`config.mk`:
```
export PLATFORM = sky130hd
export DESIGN_NAME = bf16_row_l2_norm_compensated_core
export DESIGN_NICKNAME = d
export VERILOG_FILES = /design/src/rtl/bl2n_pkg.sv /design/src/rtl/bl2n_front.sv /design/src/rtl/bl2n_queue.sv /design/src/rtl/bl2n_fadd.sv /design/src/rtl/bl2n_fsqrt.sv /design/src/rtl/bl2n_back.sv /design/src/rtl/bf16_row_l2_norm_compensated_core.sv
export SDC_FILE = /design/constraint.sdc
export NUM_CORES = 2
export LEC_CHECK = 0
export BUFFER_PORTS_ARGS = -buffer_cell sky130_fd_sc_hd__buf_2
export CAP_MARGIN = 10
export CORE_MARGIN = 1
export CORE_UTILIZATION = 25
export CTS_CLUSTER_DIAMETER = 40
export DETAILED_ROUTE_END_ITERATION = 16
export PLACE_DENSITY_LB_ADDON = 0.1
export SETUP_SLACK_MARGIN = 0.02
export SLEW_MARGIN = 0
export SYNTH_ARGS = -nofsm -noshare
export SYNTH_HDL_FRONTEND = slang
export SYNTH_SLANG_ARGS = --single-unit
```
`constraint.sdc`:
```
create_clock -name clock -period 27.9 [get_ports clock]
set_input_delay 4.185 -clock clock [delete_from_list [all_inputs] [get_ports clock]]
set_output_delay 4.185 -clock clock [all_outputs]
set_load 0.1 [all_outputs]
```
`src/rtl/bl2n_pkg.sv`:
```
// Shared types, constants and state encodings for the BF16 row L2 norm core.
// No dependencies; every other file refers to this package by scoped names.
package bl2n_pkg;

   localparam int unsigned     MAX_COLS_DEFAULT = 65536;
   localparam longint unsigned MAX_ROWS_DEFAULT = 64'd16777216;

   localparam int ELEMENT_WIDTH    = 16;
   localparam int ROW_LENGTH_WIDTH = 17;
   localparam int ROW_TOTAL_WIDTH  = 25;
   localparam int CSR_DATA_WIDTH   = 25;
   localparam int CSR_INDEX_WIDTH  = 1;
   localparam int QUEUE_DEPTH      = 4;

   localparam logic [63:0] CANON_NAN = 64'h7FF8_0000_0000_0000;
   localparam logic [63:0] POS_INF   = 64'h7FF0_0000_0000_0000;
   localparam logic [63:0] POS_ZERO  = 64'h0000_0000_0000_0000;

   typedef enum logic [CSR_INDEX_WIDTH-1:0] {
      CSR_ROW_LENGTH = 1'b0,
      CSR_ROW_TOTAL  = 1'b1
   } csr_index_type;

   typedef struct packed {
      logic [63:0] term;
      logic        close;
      logic        last;
   } item_type;

   typedef struct packed {
      logic        start;
      logic [63:0] a;
      logic [63:0] b;
   } add_req_type;

   typedef struct packed {
      logic        done;
      logic [63:0] sum;
   } add_rsp_type;

   typedef struct packed {
      logic        start;
      logic [63:0] operand;
   } root_req_type;

   typedef struct packed {
      logic        done;
      logic [63:0] root;
   } root_rsp_type;

   typedef enum logic [2:0] {
      BACK_IDLE,
      BACK_SUM,
      BACK_DIFF,
      BACK_CORR,
      BACK_COMP,
      BACK_TOTAL,
      BACK_ROOT
   } back_state_type;

   typedef enum logic [2:0] {
      ADD_IDLE,
      ADD_SWAP,
      ADD_SHIFT,
      ADD_SUM,
      ADD_COUNT,
      ADD_NORM,
      ADD_ROUND,
      ADD_DONE
   } add_state_type;

   typedef enum logic [2:0] {
      ROOT_IDLE,
      ROOT_NORM,
      ROOT_ITER,
      ROOT_ROUND,
      ROOT_DONE
   } root_state_type;

endpackage

```
`src/rtl/bl2n_front.sv`:
```
// Front end: configuration registers, column and row counters, BF16 squaring.
// Classifies each item (row close, last row) and pushes it into the queue; uses bl2n_pkg.
module bl2n_front #(
   parameter int unsigned     MAX_COLS = bl2n_pkg::MAX_COLS_DEFAULT,
   parameter longint unsigned MAX_ROWS = bl2n_pkg::MAX_ROWS_DEFAULT
) (
   input  logic                                  clock,
   input  logic                                  reset,
   input  logic                                  csr_write,
   input  logic [bl2n_pkg::CSR_INDEX_WIDTH-1:0]  csr_index,
   input  logic [bl2n_pkg::CSR_DATA_WIDTH-1:0]   csr_data,
   input  logic                                  req_valid,
   output logic                                  req_stall,
   input  logic [bl2n_pkg::ELEMENT_WIDTH-1:0]    req_element_bits,
   input  logic                                  queue_full,
   output logic                                  push,
   output bl2n_pkg::item_type                    push_item
);

   localparam int COL_W = $clog2(MAX_COLS + 1);
   localparam int ROW_W = $clog2(MAX_ROWS + 64'd1);

   logic [bl2n_pkg::ROW_LENGTH_WIDTH-1:0] row_length_ff;
   logic [bl2n_pkg::ROW_TOTAL_WIDTH-1:0]  row_total_ff;
   logic [COL_W-1:0]                      col_ff;
   logic [ROW_W-1:0]                      row_ff;
   logic [COL_W-1:0]                      cols_eff;
   logic [ROW_W-1:0]                      rows_eff;
   logic                                  close;
   logic                                  last;

   function automatic logic [63:0] bf16_square(input logic [15:0] raw);
      logic [7:0]         e8;
      logic [6:0]         m7;
      logic [7:0]         mant;
      logic [15:0]        prod;
      logic [3:0]         lead;
      logic signed [11:0] eu;
      logic signed [11:0] biased;
      logic [67:0]        wide;
      logic [63:0]        res;
      e8 = raw[14:7];
      m7 = raw[6:0];
      mant = {(e8 != 8'd0), m7};
      prod = mant * mant;
      lead = 4'd0;
      for (int i = 0; i < 16; i++) begin
         if (prod[i]) lead = 4'(i);
      end
      if (e8 != 8'd0) eu = $signed({4'b0, e8}) - 12'sd127;
      else eu = -12'sd126;
      biased = $signed({8'b0, lead}) + (eu <<< 1) - 12'sd14 + 12'sd1023;
      wide = 68'(prod) << (6'd52 - {2'b0, lead});
      if (e8 == 8'hFF) begin
         res = (m7 != 7'd0) ? bl2n_pkg::CANON_NAN : bl2n_pkg::POS_INF;
      end else if (e8 == 8'd0 && m7 == 7'd0) begin
         res = bl2n_pkg::POS_ZERO;
      end else begin
         res = {1'b0, biased[10:0], wide[51:0]};
      end
      return res;
   endfunction

   always_ff @(posedge clock) begin
      if (reset) begin
         row_length_ff <= bl2n_pkg::ROW_LENGTH_WIDTH'(1);
         row_total_ff  <= bl2n_pkg::ROW_TOTAL_WIDTH'(1);
      end else if (csr_write) begin
         unique case (bl2n_pkg::csr_index_type'(csr_index))
            bl2n_pkg::CSR_ROW_LENGTH: row_length_ff <= csr_data[bl2n_pkg::ROW_LENGTH_WIDTH-1:0];
            bl2n_pkg::CSR_ROW_TOTAL:  row_total_ff  <= csr_data[bl2n_pkg::ROW_TOTAL_WIDTH-1:0];
         endcase
      end
   end

   always_comb begin
      if (row_length_ff == '0) cols_eff = COL_W'(1);
      else if (64'(row_length_ff) > 64'(MAX_COLS)) cols_eff = COL_W'(MAX_COLS);
      else cols_eff = COL_W'(row_length_ff);
      if (row_total_ff == '0) rows_eff = ROW_W'(1);
      else if (64'(row_total_ff) > 64'(MAX_ROWS)) rows_eff = ROW_W'(MAX_ROWS);
      else rows_eff = ROW_W'(row_total_ff);
   end

   assign close     = (64'(col_ff) + 64'd1) >= 64'(cols_eff);
   assign last      = (64'(row_ff) + 64'd1) >= 64'(rows_eff);
   assign req_stall = queue_full;
   assign push      = req_valid && !queue_full;

   always_comb begin
      push_item.term  = bf16_square(req_element_bits);
      push_item.close = close;
      push_item.last  = last;
   end

   always_ff @(posedge clock) begin
      if (reset) begin
         col_ff <= '0;
         row_ff <= '0;
      end else if (push) begin
         if (close) begin
            col_ff <= '0;
            row_ff <= last ? '0 : row_ff + ROW_W'(1);
         end else begin
            col_ff <= col_ff + COL_W'(1);
         end
      end
   end

endmodule

```
`src/rtl/bl2n_queue.sv`:
```
// Short item queue between the front end and the accumulator back end.
// Depth from bl2n_pkg::QUEUE_DEPTH; carries bl2n_pkg::item_type.
module bl2n_queue (
   input  logic               clock,
   input  logic               reset,
   input  logic               push,
   input  bl2n_pkg::item_type push_item,
   output logic               full,
   input  logic               pop,
   output bl2n_pkg::item_type pop_item,
   output logic               empty
);

   localparam int PTR_W = $clog2(bl2n_pkg::QUEUE_DEPTH);

   bl2n_pkg::item_type mem_ff [bl2n_pkg::QUEUE_DEPTH];
   logic [PTR_W-1:0]   wr_ff;
   logic [PTR_W-1:0]   rd_ff;
   logic [PTR_W:0]     count_ff;

   assign full     = count_ff == (PTR_W+1)'(bl2n_pkg::QUEUE_DEPTH);
   assign empty    = count_ff == '0;
   assign pop_item = mem_ff[rd_ff];

   always_ff @(posedge clock) begin
      if (push) mem_ff[wr_ff] <= push_item;
   end

   always_ff @(posedge clock) begin
      if (reset) begin
         wr_ff    <= '0;
         rd_ff    <= '0;
         count_ff <= '0;
      end else begin
         if (push) begin
            wr_ff <= (wr_ff == PTR_W'(bl2n_pkg::QUEUE_DEPTH - 1)) ? '0 : wr_ff + PTR_W'(1);
         end
         if (pop) begin
            rd_ff <= (rd_ff == PTR_W'(bl2n_pkg::QUEUE_DEPTH - 1)) ? '0 : rd_ff + PTR_W'(1);
         end
         if (push && !pop) count_ff <= count_ff + (PTR_W+1)'(1);
         else if (pop && !push) count_ff <= count_ff - (PTR_W+1)'(1);
      end
   end

endmodule

```
`src/rtl/bl2n_fadd.sv`:
```
// Multi-cycle float64 adder with round-to-nearest-even and IEEE special values.
// Started by a request struct, answers with a one-cycle done; uses bl2n_pkg.
module bl2n_fadd (
   input  logic                  clock,
   input  logic                  reset,
   input  bl2n_pkg::add_req_type req,
   output bl2n_pkg::add_rsp_type rsp
);

   bl2n_pkg::add_state_type state_ff, state_in;

   logic [63:0] a_ff, b_ff, res_ff;
   logic [55:0] bm_ff, sm_ff, n_ff;
   logic [56:0] sum_ff;
   logic [11:0] xe_ff, d_ff, en_ff;
   logic [5:0]  shamt_ff;
   logic        sg_ff, sub_ff, zs_ff;

   logic [10:0] ea, eb;
   logic [51:0] fa, fb;
   logic [52:0] ma, mb;
   logic [11:0] xa, xb;
   logic        nan_a, nan_b, inf_a, inf_b, special, a_ge;
   logic [63:0] special_val;
   logic [55:0] sh, mask;
   logic        st;
   logic [5:0]  lz, shamt;
   logic        ru;
   logic [53:0] m54;
   logic [11:0] ef;
   logic [51:0] fr;
   logic [63:0] rounded;

   always_comb begin
      ea = a_ff[62:52];
      eb = b_ff[62:52];
      fa = a_ff[51:0];
      fb = b_ff[51:0];
      nan_a = (ea == 11'h7FF) && (fa != '0);
      nan_b = (eb == 11'h7FF) && (fb != '0);
      inf_a = (ea == 11'h7FF) && (fa == '0);
      inf_b = (eb == 11'h7FF) && (fb == '0);
      special = nan_a || nan_b || inf_a || inf_b;
      if (nan_a || nan_b || (inf_a && inf_b && (a_ff[63] != b_ff[63])))
         special_val = bl2n_pkg::CANON_NAN;
      else if (inf_a) special_val = a_ff;
      else special_val = b_ff;
      ma = {(ea != '0), fa};
      mb = {(eb != '0), fb};
      xa = (ea != '0) ? {1'b0, ea} : 12'd1;
      xb = (eb != '0) ? {1'b0, eb} : 12'd1;
      a_ge = {xa, ma} >= {xb, mb};
   end

   always_comb begin
      mask = ~({56{1'b1}} << d_ff[5:0]);
      if (d_ff >= 12'd56) begin
         sh = '0;
         st = |sm_ff;
      end else begin
         sh = sm_ff >> d_ff[5:0];
         st = |(sm_ff & mask);
      end
   end

   always_comb begin
      lz = 6'd0;
      for (int i = 0; i < 56; i++) begin
         if (sum_ff[i]) lz = 6'(55 - i);
      end
      if ({6'b0, lz} > (xe_ff - 12'd1)) shamt = 6'(xe_ff - 12'd1);
      else shamt = lz;
   end

   always_comb begin
      ru  = n_ff[2] && (n_ff[1] || n_ff[0] || n_ff[3]);
      m54 = {1'b0, n_ff[55:3]} + 54'(ru);
      if (m54[53]) begin
         ef = en_ff + 12'd1;
         fr = m54[52:1];
      end else begin
         ef = m54[52] ? en_ff : 12'd0;
         fr = m54[51:0];
      end
      if (ef >= 12'd2047) rounded = {sg_ff, 11'h7FF, 52'd0};
      else rounded = {sg_ff, ef[10:0], fr};
   end

   always_comb begin
      state_in = state_ff;
      unique case (state_ff)
         bl2n_pkg::ADD_IDLE:  if (req.start) state_in = bl2n_pkg::ADD_SWAP;
         bl2n_pkg::ADD_SWAP:  state_in = special ? bl2n_pkg::ADD_DONE : bl2n_pkg::ADD_SHIFT;
         bl2n_pkg::ADD_SHIFT: state_in = bl2n_pkg::ADD_SUM;
         bl2n_pkg::ADD_SUM:   state_in = bl2n_pkg::ADD_COUNT;
         bl2n_pkg::ADD_COUNT: begin
            if (sum_ff == '0) state_in = bl2n_pkg::ADD_DONE;
            else if (sum_ff[56]) state_in = bl2n_pkg::ADD_ROUND;
            else state_in = bl2n_pkg::ADD_NORM;
         end
         bl2n_pkg::ADD_NORM:  state_in = bl2n_pkg::ADD_ROUND;
         bl2n_pkg::ADD_ROUND: state_in = bl2n_pkg::ADD_DONE;
         bl2n_pkg::ADD_DONE:  state_in = bl2n_pkg::ADD_IDLE;
         default:             state_in = bl2n_pkg::ADD_IDLE;
      endcase
   end

   always_comb begin
      rsp.done = state_ff == bl2n_pkg::ADD_DONE;
      rsp.sum  = res_ff;
   end

   always_ff @(posedge clock) begin
      if (reset) state_ff <= bl2n_pkg::ADD_IDLE;
      else state_ff <= state_in;
   end

   always_ff @(posedge clock) begin
      case (state_ff)
         bl2n_pkg::ADD_IDLE: begin
            a_ff <= req.a;
            b_ff <= req.b;
         end
         bl2n_pkg::ADD_SWAP: begin
            res_ff <= special_val;
            sub_ff <= a_ff[63] ^ b_ff[63];
            zs_ff  <= a_ff[63] & b_ff[63];
            if (a_ge) begin
               bm_ff <= {ma, 3'b0};
               sm_ff <= {mb, 3'b0};
               xe_ff <= xa;
               d_ff  <= xa - xb;
               sg_ff <= a_ff[63];
            end else begin
               bm_ff <= {mb, 3'b0};
               sm_ff <= {ma, 3'b0};
               xe_ff <= xb;
               d_ff  <= xb - xa;
               sg_ff <= b_ff[63];
            end
         end
         bl2n_pkg::ADD_SHIFT: sm_ff <= {sh[55:1], sh[0] | st};
         bl2n_pkg::ADD_SUM: begin
            if (sub_ff) sum_ff <= {1'b0, bm_ff} - {1'b0, sm_ff};
            else sum_ff <= {1'b0, bm_ff} + {1'b0, sm_ff};
         end
         bl2n_pkg::ADD_COUNT: begin
            res_ff   <= {zs_ff, 63'd0};
            shamt_ff <= shamt;
            n_ff     <= {sum_ff[56:2], sum_ff[1] | sum_ff[0]};
            en_ff    <= xe_ff + 12'd1;
         end
         bl2n_pkg::ADD_NORM: begin
            n_ff  <= sum_ff[55:0] << shamt_ff;
            en_ff <= xe_ff - {6'b0, shamt_ff};
         end
         bl2n_pkg::ADD_ROUND: res_ff <= rounded;
         default: ;
      endcase
   end

endmodule

```
`src/rtl/bl2n_fsqrt.sv`:
```
// Iterative float64 square root, one result bit per cycle, correctly rounded.
// Started by a request struct, answers with a one-cycle done; uses bl2n_pkg.
module bl2n_fsqrt (
   input  logic                   clock,
   input  logic                   reset,
   input  bl2n_pkg::root_req_type req,
   output bl2n_pkg::root_rsp_type rsp
);

   bl2n_pkg::root_state_type state_ff, state_in;

   logic [53:0]        m_ff, mr_ff, q_ff;
   logic [57:0]        rem_ff;
   logic signed [12:0] e_ff;
   logic [5:0]         cnt_ff;
   logic [63:0]        res_ff;

   logic [10:0]        expf;
   logic [51:0]        frac;
   logic               special;
   logic [63:0]        special_val;
   logic [57:0]        rem_next, trial;
   logic               take;
   logic [52:0]        mant;
   logic               ru;
   logic [53:0]        m54;
   logic signed [12:0] e2, expo;
   logic [51:0]        fr;

   always_comb begin
      expf = req.operand[62:52];
      frac = req.operand[51:0];
      special = 1'b1;
      if (expf == 11'h7FF) begin
         if (frac != '0 || req.operand[63]) special_val = bl2n_pkg::CANON_NAN;
         else special_val = req.operand;
      end else if (expf == '0 && frac == '0) begin
         special_val = req.operand;
      end else if (req.operand[63]) begin
         special_val = bl2n_pkg::CANON_NAN;
      end else begin
         special_val = req.operand;
         special = 1'b0;
      end
   end

   always_comb begin
      rem_next = {rem_ff[55:0], mr_ff[53:52]};
      trial    = {2'b00, q_ff, 2'b01};
      take     = rem_next >= trial;
   end

   always_comb begin
      mant = q_ff[53:1];
      ru   = q_ff[0] && ((rem_ff != '0) || mant[0]);
      m54  = {1'b0, mant} + 54'(ru);
      e2   = (e_ff >>> 1) - 13'sd26;
      if (m54[53]) begin
         expo = e2 + 13'sd1076;
         fr   = m54[52:1];
      end else begin
         expo = e2 + 13'sd1075;
         fr   = m54[51:0];
      end
   end

   always_comb begin
      state_in = state_ff;
      unique case (state_ff)
         bl2n_pkg::ROOT_IDLE: begin
            if (req.start) state_in = special ? bl2n_pkg::ROOT_DONE : bl2n_pkg::ROOT_NORM;
         end
         bl2n_pkg::ROOT_NORM:  if (m_ff[52]) state_in = bl2n_pkg::ROOT_ITER;
         bl2n_pkg::ROOT_ITER:  if (cnt_ff == 6'd53) state_in = bl2n_pkg::ROOT_ROUND;
         bl2n_pkg::ROOT_ROUND: state_in = bl2n_pkg::ROOT_DONE;
         bl2n_pkg::ROOT_DONE:  state_in = bl2n_pkg::ROOT_IDLE;
         default:              state_in = bl2n_pkg::ROOT_IDLE;
      endcase
   end

   always_comb begin
      rsp.done = state_ff == bl2n_pkg::ROOT_DONE;
      rsp.root = res_ff;
   end

   always_ff @(posedge clock) begin
      if (reset) state_ff <= bl2n_pkg::ROOT_IDLE;
      else state_ff <= state_in;
   end

   always_ff @(posedge clock) begin
      case (state_ff)
         bl2n_pkg::ROOT_IDLE: begin
            res_ff <= special_val;
            if (expf != '0) begin
               m_ff <= {2'b01, frac};
               e_ff <= $signed({2'b00, expf}) - 13'sd1075;
            end else begin
               m_ff <= {2'b00, frac};
               e_ff <= -13'sd1074;
            end
         end
         bl2n_pkg::ROOT_NORM: begin
            if (!m_ff[52]) begin
               m_ff <= m_ff << 1;
               e_ff <= e_ff - 13'sd1;
            end else begin
               if (e_ff[0]) begin
                  mr_ff <= m_ff << 1;
                  e_ff  <= e_ff - 13'sd1;
               end else begin
                  mr_ff <= m_ff;
               end
               q_ff   <= '0;
               rem_ff <= '0;
               cnt_ff <= '0;
            end
         end
         bl2n_pkg::ROOT_ITER: begin
            rem_ff <= take ? rem_next - trial : rem_next;
            q_ff   <= {q_ff[52:0], take};
            mr_ff  <= mr_ff << 2;
            cnt_ff <= cnt_ff + 6'd1;
         end
         bl2n_pkg::ROOT_ROUND: res_ff <= {1'b0, expo[10:0], fr};
         default: ;
      endcase
   end

endmodule

```
`src/rtl/bl2n_back.sv`:
```
// Back end: Neumaier compensated accumulation over the shared adder, row close
// through the square root unit, and the result register; uses bl2n_pkg.
module bl2n_back (
   input  logic                   clock,
   input  logic                   reset,
   input  logic                   queue_empty,
   output logic                   pop,
   input  bl2n_pkg::item_type     pop_item,
   output bl2n_pkg::add_req_type  add_req,
   input  bl2n_pkg::add_rsp_type  add_rsp,
   output bl2n_pkg::root_req_type root_req,
   input  bl2n_pkg::root_rsp_type root_rsp,
   output logic                   rsp_valid,
   input  logic                   rsp_stall,
   output logic [63:0]            rsp_magnitude_bits,
   output logic                   rsp_final_row
);

   bl2n_pkg::back_state_type state_ff, state_in;

   logic [63:0] term_ff, s_ff, c_ff, t_ff, d_ff, total_ff, mag_ff;
   logic        close_ff, last_ff, wait_ff, rsp_valid_ff, final_ff;
   logic        s_big, op_state;
   logic [63:0] big, small_term;

   assign s_big      = s_ff[62:0] >= term_ff[62:0];
   assign big        = s_big ? s_ff : term_ff;
   assign small_term = s_big ? term_ff : s_ff;
   assign op_state   = (state_ff == bl2n_pkg::BACK_SUM) || (state_ff == bl2n_pkg::BACK_DIFF)
                    || (state_ff == bl2n_pkg::BACK_CORR) || (state_ff == bl2n_pkg::BACK_COMP)
                    || (state_ff == bl2n_pkg::BACK_TOTAL);

   always_comb begin
      state_in = state_ff;
      unique case (state_ff)
         bl2n_pkg::BACK_IDLE:  if (!queue_empty) state_in = bl2n_pkg::BACK_SUM;
         bl2n_pkg::BACK_SUM:   if (add_rsp.done) state_in = bl2n_pkg::BACK_DIFF;
         bl2n_pkg::BACK_DIFF:  if (add_rsp.done) state_in = bl2n_pkg::BACK_CORR;
         bl2n_pkg::BACK_CORR:  if (add_rsp.done) state_in = bl2n_pkg::BACK_COMP;
         bl2n_pkg::BACK_COMP: begin
            if (add_rsp.done) state_in = close_ff ? bl2n_pkg::BACK_TOTAL : bl2n_pkg::BACK_IDLE;
         end
         bl2n_pkg::BACK_TOTAL: if (add_rsp.done) state_in = bl2n_pkg::BACK_ROOT;
         bl2n_pkg::BACK_ROOT:  if (root_rsp.done) state_in = bl2n_pkg::BACK_IDLE;
         default:              state_in = bl2n_pkg::BACK_IDLE;
      endcase
   end

   always_comb begin
      pop = (state_ff == bl2n_pkg::BACK_IDLE) && !queue_empty;
      add_req.start = op_state && !wait_ff
                   && ((state_ff != bl2n_pkg::BACK_TOTAL) || !rsp_valid_ff);
      add_req.a = '0;
      add_req.b = '0;
      unique case (state_ff)
         bl2n_pkg::BACK_SUM: begin
            add_req.a = s_ff;
            add_req.b = term_ff;
         end
         bl2n_pkg::BACK_DIFF: begin
            add_req.a = big;
            add_req.b = {~t_ff[63], t_ff[62:0]};
         end
         bl2n_pkg::BACK_CORR: begin
            add_req.a = d_ff;
            add_req.b = small_term;
         end
         bl2n_pkg::BACK_COMP: begin
            add_req.a = c_ff;
            add_req.b = d_ff;
         end
         bl2n_pkg::BACK_TOTAL: begin
            add_req.a = s_ff;
            add_req.b = c_ff;
         end
         default: ;
      endcase
      root_req.start   = (state_ff == bl2n_pkg::BACK_ROOT) && !wait_ff;
      root_req.operand = total_ff;
      rsp_valid          = rsp_valid_ff;
      rsp_magnitude_bits = mag_ff;
      rsp_final_row      = final_ff;
   end

   always_ff @(posedge clock) begin
      if (reset) begin
         state_ff     <= bl2n_pkg::BACK_IDLE;
         wait_ff      <= 1'b0;
         rsp_valid_ff <= 1'b0;
         s_ff         <= bl2n_pkg::POS_ZERO;
         c_ff         <= bl2n_pkg::POS_ZERO;
      end else begin
         state_ff <= state_in;
         if (add_req.start || root_req.start) wait_ff <= 1'b1;
         else if (add_rsp.done || root_rsp.done) wait_ff <= 1'b0;
         if (root_rsp.done) rsp_valid_ff <= 1'b1;
         else if (!rsp_stall) rsp_valid_ff <= 1'b0;
         if (add_rsp.done && state_ff == bl2n_pkg::BACK_COMP) begin
            c_ff <= add_rsp.sum;
            s_ff <= t_ff;
         end
         if (add_rsp.done && state_ff == bl2n_pkg::BACK_TOTAL) begin
            s_ff <= bl2n_pkg::POS_ZERO;
            c_ff <= bl2n_pkg::POS_ZERO;
         end
      end
   end

   always_ff @(posedge clock) begin
      if (pop) begin
         term_ff  <= pop_item.term;
         close_ff <= pop_item.close;
         last_ff  <= pop_item.last;
      end
      if (add_rsp.done) begin
         case (state_ff)
            bl2n_pkg::BACK_SUM:   t_ff     <= add_rsp.sum;
            bl2n_pkg::BACK_DIFF:  d_ff     <= add_rsp.sum;
            bl2n_pkg::BACK_CORR:  d_ff     <= add_rsp.sum;
            bl2n_pkg::BACK_TOTAL: total_ff <= add_rsp.sum;
            default: ;
         endcase
      end
      if (root_rsp.done) begin
         mag_ff   <= root_rsp.root;
         final_ff <= last_ff;
      end
   end

   a_add_done_expected: assert property (@(posedge clock) disable iff (reset)
      add_rsp.done |-> (wait_ff && op_state))
      else $error("adder finished with no operation outstanding");

   a_root_into_free_slot: assert property (@(posedge clock) disable iff (reset)
      root_rsp.done |-> (!rsp_valid_ff && state_ff == bl2n_pkg::BACK_ROOT))
      else $error("result loaded while the output register was occupied");

   a_cleared_for_next_row: assert property (@(posedge clock) disable iff (reset)
      (state_ff == bl2n_pkg::BACK_ROOT) |-> (s_ff == bl2n_pkg::POS_ZERO && c_ff == bl2n_pkg::POS_ZERO))
      else $error("accumulators not cleared after row close");

   a_pop_only_when_idle: assert property (@(posedge clock) disable iff (reset)
      pop |=> (state_ff == bl2n_pkg::BACK_SUM && !wait_ff))
      else $error("queue entry taken outside of dispatch");

endmodule

```
`src/rtl/bf16_row_l2_norm_compensated_core.sv`:
```
// Row-wise L2 norm of a BF16 tensor with compensated float64 summation.
// Top level: wires the front end, queue, back end, adder and square root unit.
//
// Elements enter one per item in row-major order and are squared and queued at
// once; a four-entry queue lets input keep flowing while the back end works.
// Each element is dispatched from the queue and takes four passes through the
// one shared float64 adder; the back end takes the next element from the queue
// only when it is through with the one before.
// The last element of a row adds one more adder pass and the bit-serial square
// root, and the row result is held in an output register until taken; the
// closing adder pass waits while that register is occupied.
// No clearing pass follows reset.
module bf16_row_l2_norm_compensated_core #(
   parameter int unsigned     MAX_COLS = bl2n_pkg::MAX_COLS_DEFAULT,
   parameter longint unsigned MAX_ROWS = bl2n_pkg::MAX_ROWS_DEFAULT
) (
   input  logic                                 clock,
   input  logic                                 reset,
   input  logic                                 csr_write,
   input  logic [bl2n_pkg::CSR_INDEX_WIDTH-1:0] csr_index,
   input  logic [bl2n_pkg::CSR_DATA_WIDTH-1:0]  csr_data,
   input  logic                                 req_valid,
   output logic                                 req_stall,
   input  logic [bl2n_pkg::ELEMENT_WIDTH-1:0]   req_element_bits,
   output logic                                 rsp_valid,
   input  logic                                 rsp_stall,
   output logic [63:0]                          rsp_magnitude_bits,
   output logic                                 rsp_final_row
);

   logic                   push, queue_full, pop, queue_empty;
   bl2n_pkg::item_type     push_item, pop_item;
   bl2n_pkg::add_req_type  add_req;
   bl2n_pkg::add_rsp_type  add_rsp;
   bl2n_pkg::root_req_type root_req;
   bl2n_pkg::root_rsp_type root_rsp;

   bl2n_front #(
      .MAX_COLS(MAX_COLS),
      .MAX_ROWS(MAX_ROWS)
   ) u_front (
      .clock           (clock),
      .reset           (reset),
      .csr_write       (csr_write),
      .csr_index       (csr_index),
      .csr_data        (csr_data),
      .req_valid       (req_valid),
      .req_stall       (req_stall),
      .req_element_bits(req_element_bits),
      .queue_full      (queue_full),
      .push            (push),
      .push_item       (push_item)
   );

   bl2n_queue u_queue (
      .clock    (clock),
      .reset    (reset),
      .push     (push),
      .push_item(push_item),
      .full     (queue_full),
      .pop      (pop),
      .pop_item (pop_item),
      .empty    (queue_empty)
   );

   bl2n_fadd u_fadd (
      .clock(clock),
      .reset(reset),
      .req  (add_req),
      .rsp  (add_rsp)
   );

   bl2n_fsqrt u_fsqrt (
      .clock(clock),
      .reset(reset),
      .req  (root_req),
      .rsp  (root_rsp)
   );

   bl2n_back u_back (
      .clock             (clock),
      .reset             (reset),
      .queue_empty       (queue_empty),
      .pop               (pop),
      .pop_item          (pop_item),
      .add_req           (add_req),
      .add_rsp           (add_rsp),
      .root_req          (root_req),
      .root_rsp          (root_rsp),
      .rsp_valid         (rsp_valid),
      .rsp_stall         (rsp_stall),
      .rsp_magnitude_bits(rsp_magnitude_bits),
      .rsp_final_row     (rsp_final_row)
   );

endmodule
```
==> metrics.md <==
| Metric | Value |
|---|---|
| Initial antenna violation count | 18 |
| R2r setup slk | 21430 ps |
| RSZ-0062 raised after global routing | no |
| Share of cells above drive strength 1 | 0.120 |
| Outcome | completed |
| Leak | 37.0 nW |
| Worst hold path class | reg2reg |
| Post-CTS Repair Setup Buffers | 0 |
| Top-area cell type share of the netlist area | 0.422 |
| Remaining global-route overflow | 0 |
| Cell variety after synth | 92 |
| Routed vias | 66.9k |
| Req. time, crit path | 28520 ps |
| # fillers | 34.4k |
| Least-Margin Pin Slew | 1200 ps |
| Clock Latency Late Sink | 910 ps |
| CTS H-Tree Depth | 5 |
| Die Width | 582 um |
| Sequential-to-total area share from yosys stat | 0.477 |
| TritonCTS clock tree | done |
| Multiplexer share of the synthesized area | 0.0852 |
| Cell taking the most area after synthesis | edfxtp_1 |
| R2r endpoint | u_fadd.sum_ff[51] |
| Port Buffer Count | 112 |
| Initial drt markers | 5686 |
| Initial Utilization | 0.252 |
| Max-slew violations | 0 |
| Drt total wl | 322 mm |
| R2r startpoint | u_fadd.sm_ff[2] |
| Max FO, Critical Path | 18 |
| CTS Root Cell | clkbuf_16 |
| Commonest non-fill, non-tap cell in the layout | edfxtp_1 |
| Register-to-Register Path Depth | 20 |
| Synth top area cells | edfxtp_1 (42%), dfxtp_1 (5.5%), ha_1 (5.0%), nand2_1 (5.0%), a21oi_1 (4.1%) |
| Synthesized-area fraction occupied by adder cells | 0.0576 |
| Die height | 582 um |
| Average cell area after synthesis | 10.0 sq um |
| # Max-Cap Violations | 0 |
| Final net count | 8798 |
| Worst Hold Depth | 0 |
| CP arrival | 13490 ps |
| Asr flop ratio synth | 0 |
| TritonRoute pass-1 iters | 6 |
| Pwr dens | 118 nW/um^2 |
| DR vias/cell | 5.14 |
| Crit end category | register |
| GRT Total Usage | 0.184 |
| Area share of and/or/nand/nor cells after synthesis | 0.149 |
| Setup TNS | 0 ps |
| Post-Syn Area | 84000 sq um |
| Core Region | 334000 sq um |
| Combinational family with the most area after synthesis | compound AO/OA/AOI/OAI gates |
| Fmax | 77.7 MHz |
| Clock transition at path regs | 50 ps |
| #FFs+latches synth | 1411 |
| Synth Area in Compound Gates | 0.155 |
| Clock Path Buffers | 4 |
| Hold Startpoint | u_fsqrt.res_ff[39] |
| Die ar. | 338000 sq um |
| Final Cycle Share | 0.461 |
| Synth Area in XOR/XNOR | 0.0386 |
| CTS buffer count | 296 |
| Post-route cell area | 99600 sq um |
| Kind of critical path | in2reg |
| Tot Pwr | 11.8 mW |
| Crit start category | input pin |
| Largest net degree at the start of global routing | 167 |
| Dpl ws | 14230 ps |
| Antenna viol nets, final | 0 |
| RePlAce Congestion | 0.868 |
| Post-DR wirelength/cell | 24.7 um |
| Global-route wire length before repair | 466 mm |
| Crit path time final | 12870 ps |
| DRC | 0 |
| Hold Path End | u_back.rsp_magnitude_bits[39] |
| Top FF cell, synth | edfxtp_1 |
| Post-cts resize count | 0 |
| Count of flip-flops with a built-in enable after synthesis | 1181 |
| Yosys warns | 0 |
| Post-synthesis cell count | 8386 |
| Slew margin rel. | 0.194 |
| Vias in the first global route | 65.6k |
| FP Rows | 212 |
| Hpwl dp | 229 mm |
| Post-DP Area | 89200 sq um |
| Area growth, synth to finish | 18.5% |
| Worst hold slack | 410 ps |
| Cts hold-fix bufs | 0 |
| Hold Fails Final Rpt | 0 |
| Number of I/O pins | 114 |
| Most frequent cells in the layout | edfxtp_1 (1181), nand2_1 (1124), a21oi_1 (692) |
| Peak VDD IR | 0.000169 V |
| Fin worst setup slack | 15030 ps |
| Finish-stage setup viols | 0 |
| Skew final | 72.6 ps |
| Syn Nets | 8802 |
| Clock sink total | 1411 |
==> Yosys cell counts, drive strengths merged (30+ instances only) <==
library cell / number
edfxtp: 1181
nand2: 1128
a21oi: 694
nor2: 618
o21ai: 483
clkbuf: 443
ha: 339
mux2i: 332
inv: 331
nand3: 246
xnor2: 246
dfxtp: 230
a21o: 164
xor2: 124
nor3: 120
o22ai: 119
mux4: 115
nor4: 113
mux2: 110
and3: 88
nand4: 86
a22oi: 79
a31oi: 76
buf: 76
a22o: 75
a211oi: 69
and2: 57
nand2b: 56
nor2b: 50
nand3b: 49
a221oi: 46
o21a: 46
a221o: 39
or3: 31
fa: 30
==> how the worst max path moves through the flow <==
stage | startpoint | cells past startpoint | end | slack [ps]
6_report | req_element_bits[7] | 27 | u_queue.mem_ff[0][47] | 15030
5_1_grt | req_element_bits[7] | 27 | u_queue.mem_ff[0][47] | 14410
4_1_cts | req_element_bits[7] | 27 | u_queue.mem_ff[3][51] | 15150
3_5_place_dp | req_element_bits[7] | 27 | u_queue.mem_ff[0][47] | 14230
3_3_place_gp | req_element_bits[7] | 27 | u_queue.mem_ff[2][51] | 14120
2_1_floorplan | u_fsqrt.state_ff[2] | 5 | u_fsqrt.cnt_ff[0] | 13890
==> cell type report <==
| cell class | count | area [sq um] | share of cell area |
|---|---|---|---|
| clock inverter | 199 | 2560 | 0.0257 |
| tap | 4387 | 5490 | 0.0551 |
| multi-input combinational | 6121 | 41000 | 0.411 |
| sequential | 1411 | 40100 | 0.402 |
| antenna | 9 | 22.5 | 0.000226 |
| timing repair buffer | 217 | 1390 | 0.0139 |
| clock buffer | 349 | 7870 | 0.0790 |
| inverter | 335 | 1260 | 0.0126 |
==> cell families after synthesis <==
logic type,Yosys count
AND/OR/NAND/NOR,2732
AO/OA/AOI/OAI,2093
flip-flops,1411
buffers and inverters,854
multiplexers,557
XOR/XNOR,370
adder cells (fa/ha/maj),369
==> flip-flops by register name, summed over array words and instances, names as in the netlist, 56 cells and up <==
signal                     count
u_back.d_ff                   64
u_fadd.b_ff                   64
u_fsqrt.res_ff                64
u_back.total_ff               64
u_fadd.sum_ff                 57
u_back.t_ff                   64
u_back.c_ff                   64
u_back.rsp_magnitude_bits     64
u_back.s_ff                   64
u_fsqrt.rem_ff                58
u_fadd.n_ff                   56
u_fadd.sm_ff                  56
u_fadd.res_ff                 64
u_fadd.a_ff                   64
u_queue.mem_ff               132
==> worst max-delay path, cell delays in order <==
cell and delay [ps]:
buf_2 140, inv_1 60, ha_1 130, or4b_4 480, or4_1 630, and2_1 290
fa_1 540, inv_1 60, fa_1 510, fa_1 520, fa_1 540, inv_1 40
ha_1 340, o21a_1 260, a21oi_1 150, o21ai_0 110, xnor2_1 480, o21ai_1 200
a21oi_2 280, o21a_1 620, inv_2 170, ha_1 710, inv_1 440, mux4_2 540
a221oi_1 500, a21oi_1 180, o21ai_0 380
==> power breakdown <==
| part | internal, mW | leakage (nW) | switching (mW) |
|---|---|---|---|
| Combinational | 1.64 | 19.1 | 2.84 |
| Sequential | 2.97 | 12.9 | 0.624 |
| Clock | 2.43 | 5.01 | 1.28 |
==> stage by stage <==
| stage | util | cells |
|---|---|---|
| detailed placement | 0.267 | 12500 |
| global route | 0.298 | 13000 |
| global placement | 0.267 | 12500 |
| finish | 0.298 | 13000 |
| floorplan | - | 8386 |
| CTS | 0.298 | 13000 |
==> metal layers <==
layer	vias up	part of all wire	routed length, um	global-route usage
met1	33400	0.47	151000	0.262
met2	1929	0.45	144000	0.288
li1	31100	-	-	-
met3	437	0.053	17000	0.0263
met4	8	0.030	9520	0.0551
met5	-	0.00017	54	0
Note: power is estimated with default switching activity, not from simulation.
